File: config.mk
export PLATFORM = sky130hd
export DESIGN_NAME = lcd_line_timing_registers_unit
export DESIGN_NICKNAME = d
export VERILOG_FILES = /design/src/hdl/lltr_pkg.sv /design/src/hdl/lltr_core.sv /design/src/hdl/lcd_line_timing_registers_unit.sv
export VERILOG_INCLUDE_DIRS = /design/src /design/src/hdl
export SDC_FILE = /design/constraint.sdc
export NUM_CORES = 1
export LEC_CHECK = 0
export ABC_AREA = 1
export BUFFER_PORTS_ARGS = -buffer_cell sky130_fd_sc_hd__buf_2
export CAP_MARGIN = 20
export CORE_MARGIN = 2
export CORE_UTILIZATION = 35
export DETAILED_ROUTE_END_ITERATION = 10
export PLACE_DENSITY_LB_ADDON = 0.25
export REMOVE_ABC_BUFFERS = 1
export SYNTH_ARGS = -nofsm -noshare
export SYNTH_HDL_FRONTEND = slang
export SYNTH_SLANG_ARGS = --single-unit
export TNS_END_PERCENT = 30
File: constraint.sdc
create_clock -name i_clk -period 2.15 [get_ports i_clk]
set_clock_uncertainty 0.05 [all_clocks]
set_input_delay 0.3225 -clock i_clk [delete_from_list [all_inputs] [get_ports i_clk]]
set_output_delay 0.3225 -clock i_clk [all_outputs]
set_load 0.05 [all_outputs]
File: src/hdl/lcd_line_timing_registers_unit_macros.svh
// ----------------------------------------------------------------------------
// LCD line timing registers - assertion macros
// Concurrent assertion wrappers, compiled out for synthesis.
// ----------------------------------------------------------------------------
`ifndef LCD_LINE_TIMING_REGISTERS_UNIT_MACROS_SVH
`define LCD_LINE_TIMING_REGISTERS_UNIT_MACROS_SVH

`ifndef SYNTHESIS

// expr must hold at every clock edge out of reset
`define LLTR_ASSERT(lbl, clk, rst_n, expr) \
    lbl: assert property (@(posedge clk) disable iff (!rst_n) (expr)) \
        else $error("lltr assertion failed");

// cond at one edge implies expr at the next edge
`define LLTR_ASSERT_NEXT(lbl, clk, rst_n, cond, expr) \
    lbl: assert property (@(posedge clk) disable iff (!rst_n) (cond) |=> (expr)) \
        else $error("lltr assertion failed");

`else

`define LLTR_ASSERT(lbl, clk, rst_n, expr)
`define LLTR_ASSERT_NEXT(lbl, clk, rst_n, cond, expr)

`endif

`endif

File: src/hdl/lltr_pkg.sv
// ----------------------------------------------------------------------------
// LCD line timing registers - package
// Request and result types, opcodes, register addresses and timing constants.
// ----------------------------------------------------------------------------
package lltr_pkg;

    typedef struct packed {
        logic [1:0]  opcode;
        logic [15:0] bus_address;
        logic [7:0]  write_data;
    } t_in_item;

    typedef struct packed {
        logic [7:0] read_data;
        logic       vblank_request;
    } t_out_item;

    typedef struct packed {
        logic       display_on;
        logic [7:0] line_counter;
        logic [6:0] cycle_in_line;
    } t_timing_status;

    localparam logic [1:0] OP_TICK  = 2'd0;
    localparam logic [1:0] OP_READ  = 2'd1;
    localparam logic [1:0] OP_WRITE = 2'd2;

    localparam logic [15:0] ADDR_CONTROL      = 16'hFF40;
    localparam logic [15:0] ADDR_STATUS       = 16'hFF41;
    localparam logic [15:0] ADDR_SCROLL_Y     = 16'hFF42;
    localparam logic [15:0] ADDR_SCROLL_X     = 16'hFF43;
    localparam logic [15:0] ADDR_LINE         = 16'hFF44;
    localparam logic [15:0] ADDR_LINE_COMPARE = 16'hFF45;
    localparam logic [15:0] ADDR_BG_PALETTE   = 16'hFF47;
    localparam logic [15:0] ADDR_SPR_PAL0     = 16'hFF48;
    localparam logic [15:0] ADDR_SPR_PAL1     = 16'hFF49;
    localparam logic [15:0] ADDR_WINDOW_Y     = 16'hFF4A;
    localparam logic [15:0] ADDR_WINDOW_X     = 16'hFF4B;

    localparam int CTRL_ENABLE_BIT = 7;

    localparam logic [1:0] MODE_HBLANK = 2'd0;
    localparam logic [1:0] MODE_VBLANK = 2'd1;
    localparam logic [1:0] MODE_OAM    = 2'd2;
    localparam logic [1:0] MODE_XFER   = 2'd3;

    localparam logic [7:0] VBLANK_LINE   = 8'd144;
    localparam logic [6:0] OAM_END       = 7'd20;
    localparam logic [6:0] XFER_END      = 7'd63;
    localparam logic [7:0] UNMAPPED_DATA = 8'hFF;

endpackage

File: src/hdl/lltr_core.sv
// ----------------------------------------------------------------------------
// LCD line timing registers - register file and line timing
// Holds the mapped registers and the scan counters, and works out one request.
// ----------------------------------------------------------------------------
module lltr_core #(
    parameter int CYCLES_PER_LINE = 114,
    parameter int LAST_LINE       = 153
) (
    input  logic                    i_clk,
    input  logic                    i_rst_n,
    input  logic                    i_en,
    input  lltr_pkg::t_in_item      i_item,
    output lltr_pkg::t_out_item     o_result,
    output lltr_pkg::t_timing_status o_status
);
    import lltr_pkg::*;

    localparam logic [6:0] CYC_LAST  = 7'(CYCLES_PER_LINE - 1);
    localparam logic [7:0] LINE_LAST = 8'(LAST_LINE);

    logic [7:0] r_control, n_control;
    logic [3:0] r_status_sel, n_status_sel;
    logic [7:0] r_scroll_y, n_scroll_y;
    logic [7:0] r_scroll_x, n_scroll_x;
    logic [7:0] r_line, n_line;
    logic [7:0] r_line_cmp, n_line_cmp;
    logic [7:0] r_bg_pal, n_bg_pal;
    logic [7:0] r_spr_pal0, n_spr_pal0;
    logic [7:0] r_spr_pal1, n_spr_pal1;
    logic [7:0] r_win_y, n_win_y;
    logic [7:0] r_win_x, n_win_x;
    logic [6:0] r_cycle, n_cycle;

    logic       w_on;
    logic [1:0] w_mode;
    logic [7:0] w_line_next;
    logic [7:0] w_status;
    logic [7:0] w_rd;

    assign w_on = r_control[CTRL_ENABLE_BIT];
    assign w_line_next = (r_line == LINE_LAST) ? 8'd0 : r_line + 8'd1;

    always_comb begin
        if (!w_on) begin
            w_mode = MODE_HBLANK;
        end else if (r_line >= VBLANK_LINE) begin
            w_mode = MODE_VBLANK;
        end else if (r_cycle < OAM_END) begin
            w_mode = MODE_OAM;
        end else if (r_cycle < XFER_END) begin
            w_mode = MODE_XFER;
        end else begin
            w_mode = MODE_HBLANK;
        end
    end

    assign w_status = {1'b1, r_status_sel, (r_line == r_line_cmp), w_mode};

    always_comb begin
        case (i_item.bus_address)
            ADDR_CONTROL:      w_rd = r_control;
            ADDR_STATUS:       w_rd = w_status;
            ADDR_SCROLL_Y:     w_rd = r_scroll_y;
            ADDR_SCROLL_X:     w_rd = r_scroll_x;
            ADDR_LINE:         w_rd = r_line;
            ADDR_LINE_COMPARE: w_rd = r_line_cmp;
            ADDR_BG_PALETTE:   w_rd = r_bg_pal;
            ADDR_SPR_PAL0:     w_rd = r_spr_pal0;
            ADDR_SPR_PAL1:     w_rd = r_spr_pal1;
            ADDR_WINDOW_Y:     w_rd = r_win_y;
            ADDR_WINDOW_X:     w_rd = r_win_x;
            default:           w_rd = UNMAPPED_DATA;
        endcase
    end

    always_comb begin
        n_control    = r_control;
        n_status_sel = r_status_sel;
        n_scroll_y   = r_scroll_y;
        n_scroll_x   = r_scroll_x;
        n_line       = r_line;
        n_line_cmp   = r_line_cmp;
        n_bg_pal     = r_bg_pal;
        n_spr_pal0   = r_spr_pal0;
        n_spr_pal1   = r_spr_pal1;
        n_win_y      = r_win_y;
        n_win_x      = r_win_x;
        n_cycle      = r_cycle;
        o_result     = '0;
        case (i_item.opcode)
            OP_TICK: begin
                if (w_on) begin
                    if (r_cycle >= CYC_LAST) begin
                        n_cycle = 7'd0;
                        n_line  = w_line_next;
                        o_result.vblank_request = (w_line_next == VBLANK_LINE);
                    end else begin
                        n_cycle = r_cycle + 7'd1;
                    end
                end
            end
            OP_READ: begin
                o_result.read_data = w_rd;
            end
            OP_WRITE: begin
                case (i_item.bus_address)
                    ADDR_CONTROL: begin
                        n_control = i_item.write_data;
                        if (!i_item.write_data[CTRL_ENABLE_BIT]) begin
                            n_line  = 8'd0;
                            n_cycle = 7'd0;
                        end
                    end
                    ADDR_STATUS:       n_status_sel = i_item.write_data[6:3];
                    ADDR_SCROLL_Y:     n_scroll_y   = i_item.write_data;
                    ADDR_SCROLL_X:     n_scroll_x   = i_item.write_data;
                    ADDR_LINE_COMPARE: n_line_cmp   = i_item.write_data;
                    ADDR_BG_PALETTE:   n_bg_pal     = i_item.write_data;
                    ADDR_SPR_PAL0:     n_spr_pal0   = i_item.write_data;
                    ADDR_SPR_PAL1:     n_spr_pal1   = i_item.write_data;
                    ADDR_WINDOW_Y:     n_win_y      = i_item.write_data;
                    ADDR_WINDOW_X:     n_win_x      = i_item.write_data;
                    default: ;
                endcase
            end
            default: ;
        endcase
    end

    always_ff @(posedge i_clk) begin
        if (!i_rst_n) begin
            r_control    <= '0;
            r_status_sel <= '0;
            r_scroll_y   <= '0;
            r_scroll_x   <= '0;
            r_line       <= '0;
            r_line_cmp   <= '0;
            r_bg_pal     <= '0;
            r_spr_pal0   <= '0;
            r_spr_pal1   <= '0;
            r_win_y      <= '0;
            r_win_x      <= '0;
            r_cycle      <= '0;
        end else if (i_en) begin
            r_control    <= n_control;
            r_status_sel <= n_status_sel;
            r_scroll_y   <= n_scroll_y;
            r_scroll_x   <= n_scroll_x;
            r_line       <= n_line;
            r_line_cmp   <= n_line_cmp;
            r_bg_pal     <= n_bg_pal;
            r_spr_pal0   <= n_spr_pal0;
            r_spr_pal1   <= n_spr_pal1;
            r_win_y      <= n_win_y;
            r_win_x      <= n_win_x;
            r_cycle      <= n_cycle;
        end
    end

    assign o_status.display_on    = w_on;
    assign o_status.line_counter  = r_line;
    assign o_status.cycle_in_line = r_cycle;

endmodule

File: src/hdl/lcd_line_timing_registers_unit.sv
// ----------------------------------------------------------------------------
// LCD line timing registers - top level
// Machine ticks, register reads and register writes in; one result per request.
// ----------------------------------------------------------------------------
// Takes one request per clock while the output does not stall and returns
// one result per request, in order. A request lands in the input register,
// is resolved against the registers and scan counters by the core, and the
// result is captured in the output register. Throughput is one request per
// cycle, set by that single input-to-result register path; a stalled output
// holds its result and the input register holds the next request behind it.
`include "lcd_line_timing_registers_unit_macros.svh"

module lcd_line_timing_registers_unit #(
    parameter int CYCLES_PER_LINE = 114,
    parameter int LAST_LINE       = 153
) (
    input  logic                i_clk,
    input  logic                i_rst_n,
    input  logic                i_in_valid,
    output logic                o_in_stall,
    input  lltr_pkg::t_in_item  i_in_item,
    output logic                o_out_valid,
    input  logic                i_out_stall,
    output lltr_pkg::t_out_item o_out_item
);
    import lltr_pkg::*;

    logic           r_in_valid;
    t_in_item       r_in_item;
    logic           r_out_valid;
    t_out_item      r_out_item;
    logic           w_advance;
    t_out_item      w_result;
    t_timing_status w_status;

    assign w_advance  = r_in_valid && !(r_out_valid && i_out_stall);
    assign o_in_stall = r_in_valid && !w_advance;

    always_ff @(posedge i_clk) begin
        if (!i_rst_n) begin
            r_in_valid <= 1'b0;
        end else if (!o_in_stall) begin
            r_in_valid <= i_in_valid;
        end
    end

    always_ff @(posedge i_clk) begin
        if (!o_in_stall && i_in_valid) begin
            r_in_item <= i_in_item;
        end
    end

    lltr_core #(
        .CYCLES_PER_LINE (CYCLES_PER_LINE),
        .LAST_LINE       (LAST_LINE)
    ) u_core (
        .i_clk    (i_clk),
        .i_rst_n  (i_rst_n),
        .i_en     (w_advance),
        .i_item   (r_in_item),
        .o_result (w_result),
        .o_status (w_status)
    );

    always_ff @(posedge i_clk) begin
        if (!i_rst_n) begin
            r_out_valid <= 1'b0;
        end else if (w_advance) begin
            r_out_valid <= 1'b1;
        end else if (!i_out_stall) begin
            r_out_valid <= 1'b0;
        end
    end

    always_ff @(posedge i_clk) begin
        if (w_advance) begin
            r_out_item <= w_result;
        end
    end

    assign o_out_valid = r_out_valid;
    assign o_out_item  = r_out_item;

    `LLTR_ASSERT(a_cycle_range, i_clk, i_rst_n, w_status.cycle_in_line < 7'(CYCLES_PER_LINE))
    `LLTR_ASSERT(a_line_range, i_clk, i_rst_n, w_status.line_counter <= 8'(LAST_LINE))
    `LLTR_ASSERT(a_off_counters_clear, i_clk, i_rst_n, w_status.display_on || (w_status.line_counter == 8'd0 && w_status.cycle_in_line == 7'd0))
    `LLTR_ASSERT(a_vblank_no_data, i_clk, i_rst_n, !(o_out_valid && o_out_item.vblank_request) || o_out_item.read_data == 8'd0)
    `LLTR_ASSERT_NEXT(a_result_kept, i_clk, i_rst_n, r_out_valid && i_out_stall, r_out_valid)

endmodule
-- Word level (Yosys, flattened, before mapping)
Index checks and enable logic that the tools add are counted.
- flip-flop bits (word level): 128
- word-level logic and storage cells: 86
- input port bits: 30
- order comparisons: 4
- multiplexer cells: 18
- equal/unequal tests: 21
- reduce and logical (&&, ||, !) cells: 22
- add/sub/neg operators: 2
- operator list (kind ; number):
    $eq A16 B16 Y1 const B ; 11
    $pmux W8 S11 ; 1
    $mux W8 ; 5
    $reduce_and A3 Y1 ; 11
    $mux W7 ; 4
    $eq A8 B8 Y1 const B ; 2
    $pmux W8 S2 ; 1
    $pmux W7 S2 ; 1
    $add A8 B1 Y8 const B ; 1
    $eq A8 B8 Y1 ; 1
    $ge A8 B8 Y1 const B ; 1
    $mux W2 ; 4
    $ne A2 B1 Y1 const B ; 4
    $add A7 B1 Y7 const B ; 1
    $ge A7 B7 Y1 const B ; 1
    $lt A7 B5 Y1 const B ; 1
    $lt A7 B6 Y1 const B ; 1
    $reduce_and A6 Y1 ; 1
    $reduce_and A5 Y1 ; 1
    $logic_and A1 B1 Y1 ; 4
    $logic_not A1 Y1 ; 3
    $eq A2 B1 Y1 const B ; 1
    $eq A2 B2 Y1 const B ; 1
    $logic_not A2 Y1 ; 1
    other kinds (3) ; 4

-- Logic depth before layout (Yosys ltp)
- word-level depth: 7
- gate-level depth with buffers: 13
- mapped depth without buffers: 12

-- Modules after synthesis
A second synthesis with hierarchy kept.
- cells, all modules: 845
- area, all modules: 6381.1 um^2
- by module, submodules not included (module ; instances ; seq. area each (um^2) ; area an instance (um^2) ; cells an instance):
    lltr_core ; 1 ; 1821.7 ; 5235.0 ; 797
    lcd_line_timing_registers_unit ; 1 ; 1091.0 ; 1146.1 ; 48

-- Worst setup path after synthesis
No wires, ideal clock.
- path kind: register to register
- from: register r_out_valid, in the netlist o_out_valid
- to: register r_in_item[0] (netlist bit), enable pin
- path slack: -0.276 ns
- clock period less this slack: 2.426 ns
- arrival: 2.008 ns
- stages on the path, launching flop included: 6
- library setup time: 0.368 ns
- required time: 1.732 ns
- cells stage by stage: dfxtp_1 -> nand2_1 -> nor2_1 -> inv_1 -> nand2_1 -> inv_1
- word-level cells in the longest chain between the ends: 7
- ends and longest elaborated chain (what ; RTL line ; source):
    from (decl) ; lcd_line_timing_registers_unit.sv:30 ; logic r_out_valid;
    from (signal assigned) ; lcd_line_timing_registers_unit.sv:67 ; r_out_valid <= 1'b0;
    from (signal assigned) ; lcd_line_timing_registers_unit.sv:69 ; r_out_valid <= 1'b1;
    from (signal assigned) ; lcd_line_timing_registers_unit.sv:71 ; r_out_valid <= 1'b0;
    $logic_and A1 B1 Y1 ; lcd_line_timing_registers_unit.sv:36 ; assign w_advance = r_in_valid && !(r_out_valid && i_out_stall);
    $logic_not A1 Y1 ; lcd_line_timing_registers_unit.sv:36 ;
    $logic_and A1 B1 Y1 ; lcd_line_timing_registers_unit.sv:36 ;
    $logic_not A1 Y1 ; lcd_line_timing_registers_unit.sv:37 ; assign o_in_stall = r_in_valid && !w_advance;
    $logic_and A1 B1 Y1 ; lcd_line_timing_registers_unit.sv:37 ;
    named net o_in_stall ; lcd_line_timing_registers_unit.sv:20 ; output logic o_in_stall,
    $logic_not A1 Y1 ; lcd_line_timing_registers_unit.sv:48 ; if (!o_in_stall && i_in_valid) begin
    $logic_and A1 B1 Y1 ; lcd_line_timing_registers_unit.sv:48 ;
    to (signal assigned) ; lcd_line_timing_registers_unit.sv:49 ; r_in_item <= i_in_item;
    to (decl) ; lcd_line_timing_registers_unit.sv:29 ; t_in_item r_in_item;
The timed path passes the listed nets, and every way through them passes these cells.
A chain may end at the register's enable or synchronous reset.

-- Worst setup path after layout
- from: register r_in_item[21] (netlist bit)
- to: register r_out_item, in the netlist o_out_item[8], data pin
- word-level cells in the longest chain between the ends: 2
- ends and longest elaborated chain (what ; RTL line ; source):
    $eq A16 B16 Y1 ; lltr_core.sv:60 ; case (i_item.bus_address)
    $pmux W8 S11 * ; lltr_core.sv:60 ;
    to (signal assigned) ; lcd_line_timing_registers_unit.sv:77 ; r_out_item <= w_result;
    to (decl) ; lcd_line_timing_registers_unit.sv:31 ; t_out_item r_out_item;
Every way passes the cells marked *; elsewhere a longest branch is shown, timed or not.

==> flow_metrics.py <==
metrics = {
    "run_status": {
        "status": "complete, no violations",
    },
    "sta": {
        "relSlewSlack_pct": 69.4,
        "period_share_pct": 93.0,
        "setup_viol": 0,
        "grt_setup_unrepaired": "no",
        "period_minus_slack_ns": 2.00,
        "finalHoldViolCount": 0,
        "clock.fmax_ghz": 0.500,
        "worstMarginPinSlew_ns": 0.458,
        "drv_slew": 0,
    },
    "global_route": {
        "antenna_found_initial": 0,
        "grt.total_usage_pct": 19.0,
        "grt_pass1_vias": 5215,
        "grt_pass1_wl_um": 27100,
        "grt_max_degree": 33,
        "gr-total-overflow": 0,
    },
    "detailed_routing": {
        "dr.pass1.iters": 5,
        "vias": 5422,
        "drc": 0,
        "drt_wl_total_um": 16900,
        "via_per_inst": 4.80,
        "drt_iter0_drc": 336,
        "ant_nets": 0,
        "wl_per_cell_um": 14.9,
    },
    "power_and_ir_drop": {
        "pwr-share-comb_pct": 4.5,
        "clockPowerShare_pct": 49.6,
        "ir_worst_vdd_uv": 469,
        "p_seq_share_pct": 45.9,
        "power_density_nw_per_um2": 756,
        "p_int_uw": 4280,
        "power_switching_uw": 1320,
        "p_leak_uw": 0.00291,
        "finalPower_uw": 5600,
        "sw_frac_of_total_pct": 23.5,
    },
    "setup_path": {
        "r2r_slack_ns": 0.15,
        "worst_path_most_repeated_cell": "nor2_1",
        "crit_arrival_ns": 2.10,
        "crit_path_start_kind": "flop",
        "critPathMaxFanout": 5,
        "r2r_start": "r_in_item[21]",
        "cpPeakStageDelay_ns": 0.34,
        "crit_slowest_cell": "edfxtp_1",
        "r2r_end": "o_out_item[8]",
        "reg2reg_depth": 11,
        "crit_required_ns": 2.25,
        "endpoint_kind": "flop",
        "crit_chain": "buf_4 -> nand2_1 -> nor2_1 -> nand2_2 -> buf_4 -> nor2_1 -> nor2_1 -> nand3_1 -> nor2_1 -> nor2_1 -> nor2_1",
        "path_class": "reg2reg",
    },
    "finish": {
        "layout.nets": 926,
        "area_delta_synth_final_pct": 19.4,
        "final_cell_mix": "nand2_1 (166), inv_1 (107), nor2_1 (103)",
        "n_antenna_cell": 0,
        "final_common_cell": "nand2_1",
        "final_area_um2": 7400,
        "layout-drive-gt1-share_pct": 16.0,
    },
    "cts": {
        "tritoncts": "done",
        "cts.sinks": 128,
        "cts_buffer_depth": 2,
        "cts_made_buffers": 17,
        "clk_pin_slew_worst_paths_ns": 0.06,
        "insertion_delay_ns": 0.42,
        "hold_buffers": 0,
        "htree_levels": 4,
        "root_buffer": "clkbuf_16",
    },
    "logic_synthesis": {
        "ys_ff_latch": 128,
        "netlist_area_um2": 6200,
        "avgSynthCellArea_um2": 7.46,
        "netlist_instances": 831,
        "ys_seq_area_share_pct": 47.0,
        "ys_types": 38,
        "ys.warnings.count": 0,
    },
    "die": {
        "die_w_um": 137,
        "ios": 41,
        "coreArea_um2": 17300,
        "dieArea_um2": 18800,
        "die_h_um": 137,
        "fp-row-count": 48,
        "initial_core_util_pct": 35.8,
    },
    "worst_hold_path": {
        "hold_depth": 1,
        "hold_end": "r_in_item[18]",
        "hold_class": "in2reg",
        "hold_start": "i_in_item[18]",
    },
    "placement": {
        "io_buffers": 40,
        "hpwlAfterDp_um": 12500,
        "routabilityCongestion": 0.910,
        "placed_cell_area_um2": 6740,
    },
    "flow_run": {
        "cap_violations": 0,
    },
}
kinds of logic (layout without fill, tap and decap cells):
kind of cell	count (synthesis)	in the layout	share of synthesized area, %
AND/OR/NAND/NOR	384	384	27.5
buffers and inverters	136	209	8.90
adder cells (fa/ha/maj)	5	5	1.01
XOR/XNOR	3	3	0.424
flip-flops	128	128	47.0
AO/OA/AOI/OAI	175	175	15.2
Yosys cell counts (all sizes together):
master  count  area (um2)
xnor2       1        8.76
ha          5        62.6
buf        13        86.3
a211oi     16         135
o21ai      76         380
a31oi       1        6.26
edfxtp     35        1050
and2        1        6.26
dfxtp      93        1860
nand3      65         348
o21bai      1        7.51
nand2     176         678
xor2        2        17.5
and3        1        6.26
a21oi      78         390
nand3b      2        15.0
inv       113         427
clkbuf      9        33.8
o22ai       1        6.26
nand4       7        43.8
clkinv      1        5.00
nor2      125         554
nor3        7        51.3
a31o        1        8.76
o211ai      1        7.51
metrics by stage:
step	worst slack (ns)	hold WS, ns	util, %	TNS, ns	std cells
4_1_cts	0.00353	0.00223	42.4	0	1127
6_report	0.151	0.0210	42.8	0	1129
2_1_floorplan	-0.276	0.371	-	-7.22	809
3_5_place_dp	-0.227	0.387	39.0	-1.15	1095
3_3_place_gp	-0.215	0.381	39.0	-1.07	1095
5_1_grt	0.0148	0.00394	42.8	0	1129
critical path, delay by kind of cell, from the launching register on:
| family | cells | cell delay [ns] |
|---|---|---|
| buf+inv | 2 | 0.31 |
| flops | 1 | 0.34 |
| simple gates | 9 | 1.04 |
cell type report:
cell class	count	area [um2]
inverter	114	432
sequential	128	2910
timing repair buffer	63	402
fill	1795	9890
clock inverter	11	76.3
clock buffer	21	504
multi-input combinational	567	2800
tap	225	282
flip-flops by register name (all words and copies together) (netlist names):
| name | count |
|---|---|
| r_in_valid | 1 |
| u_core.r_spr_pal1 | 8 |
| u_core.r_cycle | 7 |
| o_out_valid | 1 |
| u_core.r_spr_pal0 | 8 |
| r_in_item | 26 |
| u_core.r_line | 8 |
| u_core.r_line_cmp | 8 |
| o_out_item | 9 |
| u_core.r_control | 8 |
| u_core.r_win_y | 8 |
| u_core.r_scroll_y | 8 |
| u_core.r_scroll_x | 8 |
| u_core.r_bg_pal | 8 |
| u_core.r_status_sel | 4 |
| u_core.r_win_x | 8 |
routing by layer:
| layer | GRT usage, % | share of wire [%] | vias to the layer above |
|---|---|---|---|
| met5 | 0 | 0 | - |
| met4 | 5.50 | 1.1 | 0 |
| met3 | 4.81 | 5.2 | 17 |
| met2 | 30.0 | 45 | 123 |
| met1 | 25.8 | 49 | 2447 |
| li1 | - | - | 2835 |
power by group through the flow:
stage,logic (uW),clock network (uW),registers [uW]
after floorplan,111,0,2640
after global placement,246,0,2620
after detailed placement,247,0,2620
after CTS,249,2840,2570
after global routing,279,2960,2570
final,250,2770,2570
worst max-delay path by stage:
stage	startpoint	to	cells past startpoint
4_1_cts	r_in_item[23]	o_out_item[5]	11
5_1_grt	r_in_item[10]	o_out_item[5]	11
3_5_place_dp	r_in_item[23]	o_out_item[5]	12
2_1_floorplan	o_out_valid	r_in_item[0]	5
6_report	r_in_item[21]	o_out_item[8]	11
3_3_place_gp	r_in_item[20]	o_out_item[6]	12
timing repair:
item,4_1_cts,5_1_grt
setup endpoints to repair,6,36
pin swaps,0,2
resized for setup,1,19
buffers inserted,0,2
endpoints found under the hold margin,0,0
Power figures use the tool's default switching activity.
